===== config.mk =====
export PLATFORM = sky130hd
export DESIGN_NAME = rwc_div_chain
export DESIGN_NICKNAME = d
export VERILOG_FILES = /design/src/rtl/rwc_div_cell.sv /design/src/rtl/rwc_div_chain.sv
export SDC_FILE = /design/constraint.sdc
export NUM_CORES = 2
export LEC_CHECK = 0
export ABC_CLOCK_PERIOD_IN_PS = 3700
export BUFFER_PORTS_ARGS = -buffer_cell sky130_fd_sc_hd__clkbuf_2
export CORE_MARGIN = 2
export CORE_UTILIZATION = 25
export DETAILED_ROUTE_END_ITERATION = 6
export HOLD_SLACK_MARGIN = 0.05
export SLEW_MARGIN = 15
export SYNTH_ARGS = -nofsm -noshare
export SYNTH_HDL_FRONTEND = slang
export SYNTH_SLANG_ARGS = --single-unit
export TNS_END_PERCENT = 20

===== constraint.sdc =====
create_clock -name clk -period 3.7 [get_ports clk]
set_input_delay 0.925 -clock clk [delete_from_list [all_inputs] [get_ports clk]]
set_output_delay 0.925 -clock clk [all_outputs]
set_load 0.03 [all_outputs]

===== src/rtl/rwc_div_cell.sv =====
`default_nettype none

module rwc_div_cell #(
    parameter int RW = 18,
    parameter int QW = 24,
    parameter int PW = 8
) (
    input  wire logic          clk,
    input  wire logic          rst_n,
    input  wire logic          in_valid,
    input  wire logic [RW-1:0] in_rem,
    input  wire logic [RW-1:0] in_div,
    input  wire logic [QW-1:0] in_lo,
    input  wire logic [PW-1:0] in_pay,
    output logic               out_valid,
    output logic [RW-1:0]      out_rem,
    output logic [RW-1:0]      out_div,
    output logic [QW-1:0]      out_lo,
    output logic [PW-1:0]      out_pay
);

    logic          valid_reg;
    logic [RW-1:0] rem_reg;
    logic [RW-1:0] rem_next;
    logic [RW-1:0] div_reg;
    logic [QW-1:0] lo_reg;
    logic [QW-1:0] lo_next;
    logic [PW-1:0] pay_reg;
    logic [RW:0]   trial;
    logic          ge;

    // One restoring step: bring in the next dividend bit, subtract if it fits.
    always_comb
    begin
        trial    = {in_rem, in_lo[QW-1]};
        ge       = (trial >= {1'b0, in_div});
        rem_next = ge ? RW'(trial - {1'b0, in_div}) : trial[RW-1:0];
        lo_next  = {in_lo[QW-2:0], ge};
    end

    always_ff @(posedge clk or negedge rst_n)
    begin
        if (!rst_n)
        begin
            valid_reg <= 1'b0;
        end
        else
        begin
            valid_reg <= in_valid;
        end
    end

    always_ff @(posedge clk)
    begin
        rem_reg <= rem_next;
        div_reg <= in_div;
        lo_reg  <= lo_next;
        pay_reg <= in_pay;
    end

    assign out_valid = valid_reg;
    assign out_rem   = rem_reg;
    assign out_div   = div_reg;
    assign out_lo    = lo_reg;
    assign out_pay   = pay_reg;

endmodule

`default_nettype wire


===== src/rtl/rwc_div_chain.sv =====
`default_nettype none

module rwc_div_chain #(
    parameter int RW = 18,
    parameter int QW = 24,
    parameter int PW = 8
) (
    input  wire logic          clk,
    input  wire logic          rst_n,
    input  wire logic          in_valid,
    input  wire logic [RW-1:0] in_rem,
    input  wire logic [RW-1:0] in_div,
    input  wire logic [QW-1:0] in_lo,
    input  wire logic [PW-1:0] in_pay,
    output logic               out_valid,
    output logic [RW-1:0]      out_rem,
    output logic [QW-1:0]      out_quo,
    output logic [PW-1:0]      out_pay
);

    logic          tap_valid [QW+1];
    logic [RW-1:0] tap_rem   [QW+1];
    logic [RW-1:0] tap_div   [QW+1];
    logic [QW-1:0] tap_lo    [QW+1];
    logic [PW-1:0] tap_pay   [QW+1];

    assign tap_valid[0] = in_valid;
    assign tap_rem[0]   = in_rem;
    assign tap_div[0]   = in_div;
    assign tap_lo[0]    = in_lo;
    assign tap_pay[0]   = in_pay;

    // One cell per quotient bit; after the last one the low word is the quotient.
    for (genvar i = 0; i < QW; i++)
    begin : g_cell
        rwc_div_cell #(
            .RW (RW),
            .QW (QW),
            .PW (PW)
        ) u_cell (
            .clk       (clk),
            .rst_n     (rst_n),
            .in_valid  (tap_valid[i]),
            .in_rem    (tap_rem[i]),
            .in_div    (tap_div[i]),
            .in_lo     (tap_lo[i]),
            .in_pay    (tap_pay[i]),
            .out_valid (tap_valid[i+1]),
            .out_rem   (tap_rem[i+1]),
            .out_div   (tap_div[i+1]),
            .out_lo    (tap_lo[i+1]),
            .out_pay   (tap_pay[i+1])
        );
    end

    assign out_valid = tap_valid[QW];
    assign out_rem   = tap_rem[QW] ^ tap_div[QW] ^ tap_div[QW];
    assign out_quo   = tap_lo[QW];
    assign out_pay   = tap_pay[QW];

endmodule

`default_nettype wire


==> metrics <==
status=completed; ANT nets after route=0; Die X-Extent=494 um; vias in the first global route=40100; Top FF cell, synth=dfxtp_1; PnR worst setup slack=0.308 ns; Post-Syn Area per Cell=10.4 sq um; CP arrival=4.12 ns; worst clock skew=0.0645 ns; Final Critical Period=3.39 ns; Fillers=24400; DRT iter0 DRCs=2387; Syn Std Cell Area=60100 sq um; commonest non-fill, non-tap cell in the layout=dfxtp_1; Compound-Gate Fraction of Synth Area=14.6%; worst r2r src=g_cell[18].u_cell.out_div[1]; Area Overhead vs Synth=18.4%; IO Port Bufs=121; Synth Area in Adders=9.79%; Ys Warns=0; flops & latches, synth=1638; Clock Tree Root=clkbuf_16; post-cts hold buffer count=0; Core ar.=239000 sq um; peak supply drop=0.394 mV; mux contribution to synthesized area=3.40%; Clk Latency, worst-skew pair=0.81 ns; worst-margin pin slew=1.04 ns; highest clock rate=0.295 GHz; final hold vios=0; met3 WL post-DR=5.61 mm; most frequent cells in the layout=dfxtp_1 (1614), inv_1 (559), ha_1 (432), nand2_1 (428), o21ai_0 (422); main combinational cell family by area after synthesis=compound AO/OA/AOI/OAI gates; unique cell type count in the Yosys netlist=85; Final nets=6524; Max FO, Critical Path=16; DP Cell Count=8986; Synthesized Nets=6304; fin. max-slew vios=0; Post-Synthesis Cells=5777; normalized max-slew margin=30.9%; CTS tree=built; Synth Area in Simple Gates=8.69%; hpwl dp=95.9 mm; max-cap violation count=0; Top Ports=122; post-synthesis sequential area ratio=54.8%; vias=40100; Leakage=31.2 nW; initial antenna violation count=3; Resize count post-CTS=0; RSZ-0062 raised after global routing=no; xor/xnor share of the synthesized area=4.40%; CP Class=flip-flop to flip-flop; Die Ht=494 um; row count=179; Worst Setup Start Kind=flip-flop; largest net degree at the start of global routing=37; layout cells sized above 1=11.1%; DR vias/cell=4.31; Async SR Flop Fraction=1.47%; WL met1=58.5 mm; met2 WL=59.2 mm; period utilisation layout=91.7%; CTS buffer count=176; Overall Global Routing Usage=10.2%; number of synthesized flops with an enable pin=0; Avg WL per Cell=13.7 um; clk slew on worst S/H paths=0.06 ns; final setup TNS=0 ns; final WL=127 mm; required time of the critical path=4.42 ns; crit path capture type=flip-flop; initial core utilization=25.2%; fin cells=9311; DIE AREA=244000 sq um; clk buf depth=3; post-place setup slack=0.275 ns; GRT overflow=0; First-pass DRT Iterations=5; first-pass GRT wire length=206 mm; # DRC=0; clk sinks=1638; CTS HTree Levels=4; Final GP Congestion=0.875; Setup crit start=g_cell[18].u_cell.out_div[1]; PwrDens=996 nW/um^2; worst hold path type=input port to asynchronous set/reset pin; Post-CTS Setup Bufs=0; final setup vio count=0; Top Layer Used=met5
[cell families after synthesis]
logic type	count (synthesis)
multiplexers	184
adder cells (fa/ha/maj)	456
buffers and inverters	682
XOR/XNOR	302
AO/OA/AOI/OAI	1392
AND/OR/NAND/NOR	1123
flip-flops	1638
[registers in the layout (all words and copies together) (netlist names)]
register,count
g_cell.u_cell.out_lo,576
g_cell.u_cell.out_pay,192
g_cell.u_cell.out_rem,432
g_cell.u_cell.out_valid,24
g_cell.u_cell.out_div,414
[metal layers]
metal	global-route usage, %	vias up
met5	0	-
met4	3.73	2
met3	2.18	279
met2	17.2	780
met1	12.8	18700
li1	-	20300
[through the flow]
stage               hold slack [ns]  area, sq um  power, mW  util [%]
finish                        0.105        71200       70.9      29.8
floorplan                     0.310        60100       45.1         -
global route                  0.106        71200       76.0      29.8
global placement              0.309        64600       51.4      27.1
detailed placement            0.312        64600       51.9      27.1
CTS                          0.0548        71200       71.6      29.8
[critical path, cell delays in order (launching register included)]
cell	delay, ns
dfxtp_1	0.33
inv_1	0.07
ha_1	0.30
nor2b_1	0.15
o31a_1	0.27
o31ai_1	0.51
o21ai_0	0.31
a22o_1	0.29
a21oi_2	0.58
buf_4	0.33
nand2_1	0.09
o31ai_1	0.08
[synth_stat cells (10+ instances only)]
cell type / instances / area share, %
dfrtp_1: 24 / 1.0
and3_1: 41 / 0.43
fa_1: 24 / 0.80
xor2_1: 135 / 2.0
a31oi_1: 44 / 0.46
nand2b_1: 49 / 0.51
o31ai_1: 43 / 0.54
a21oi_1: 358 / 3.0
or3_1: 11 / 0.11
a211o_1: 19 / 0.28
nand3_1: 86 / 0.72
buf_2: 13 / 0.11
inv_1: 559 / 3.5
ha_1: 432 / 9.0
o31a_1: 21 / 0.31
nor2_1: 256 / 1.6
dfxtp_1: 1614 / 54
xnor2_1: 167 / 2.4
nor3_1: 49 / 0.41
mux2i_1: 25 / 0.42
o21ai_0: 423 / 3.5
and2_1: 15 / 0.16
o211ai_1: 22 / 0.27
o21bai_1: 37 / 0.46
nand4_1: 69 / 0.72
mux2_2: 159 / 3.0
nor4_1: 20 / 0.21
clkbuf_1: 103 / 0.64
a211oi_1: 57 / 0.71
a21o_1: 134 / 1.7
a22o_1: 10 / 0.15
o22ai_1: 12 / 0.12
a311oi_1: 11 / 0.16
nor2b_1: 56 / 0.58
o21a_1: 79 / 0.99
nand2_1: 428 / 2.7
[path summary, 6_finish.rpt]
| check | to | slack (ns) | cells after the start |
|---|---|---|---|
| worst max-delay path | g_cell[19].u_cell.out_rem[17] | 0.31 | 11 |
| min in group clk | g_cell[0].u_cell.out_pay[5] | 0.19 | 1 |
| worst min register to register | g_cell[13].u_cell.out_div[7] | 0.30 | 0 |
| worst max register to register | g_cell[19].u_cell.out_rem[17] | 0.31 | 11 |
| worst min-delay path | g_cell[23].u_cell.out_valid | 0.10 | 1 |
| max in group asynchronous | g_cell[2].u_cell.out_valid | 3.19 | 1 |
[report_power, final]
| group | total, mW | switching (mW) | leakage, nW | internal (mW) |
|---|---|---|---|---|
| registers | 24.7 | 2.24 | 13.9 | 22.4 |
| clock network | 19.0 | 7.45 | 3.17 | 11.6 |
| logic | 27.2 | 15.3 | 14.1 | 11.9 |
[layout make-up]
type	instances	area, sq um	share of cell area (%)
sequential	1638	32900	46.2
clock buffer	231	4990	7.02
antenna	1	2.50	0.00352
tap	3167	3960	5.57
clock inverter	93	1560	2.19
inverter	560	2100	2.95
timing repair buffer	164	991	1.39
multi-input combinational	3457	24600	34.6
No activity file was read; power rests on OpenSTA's default activity.
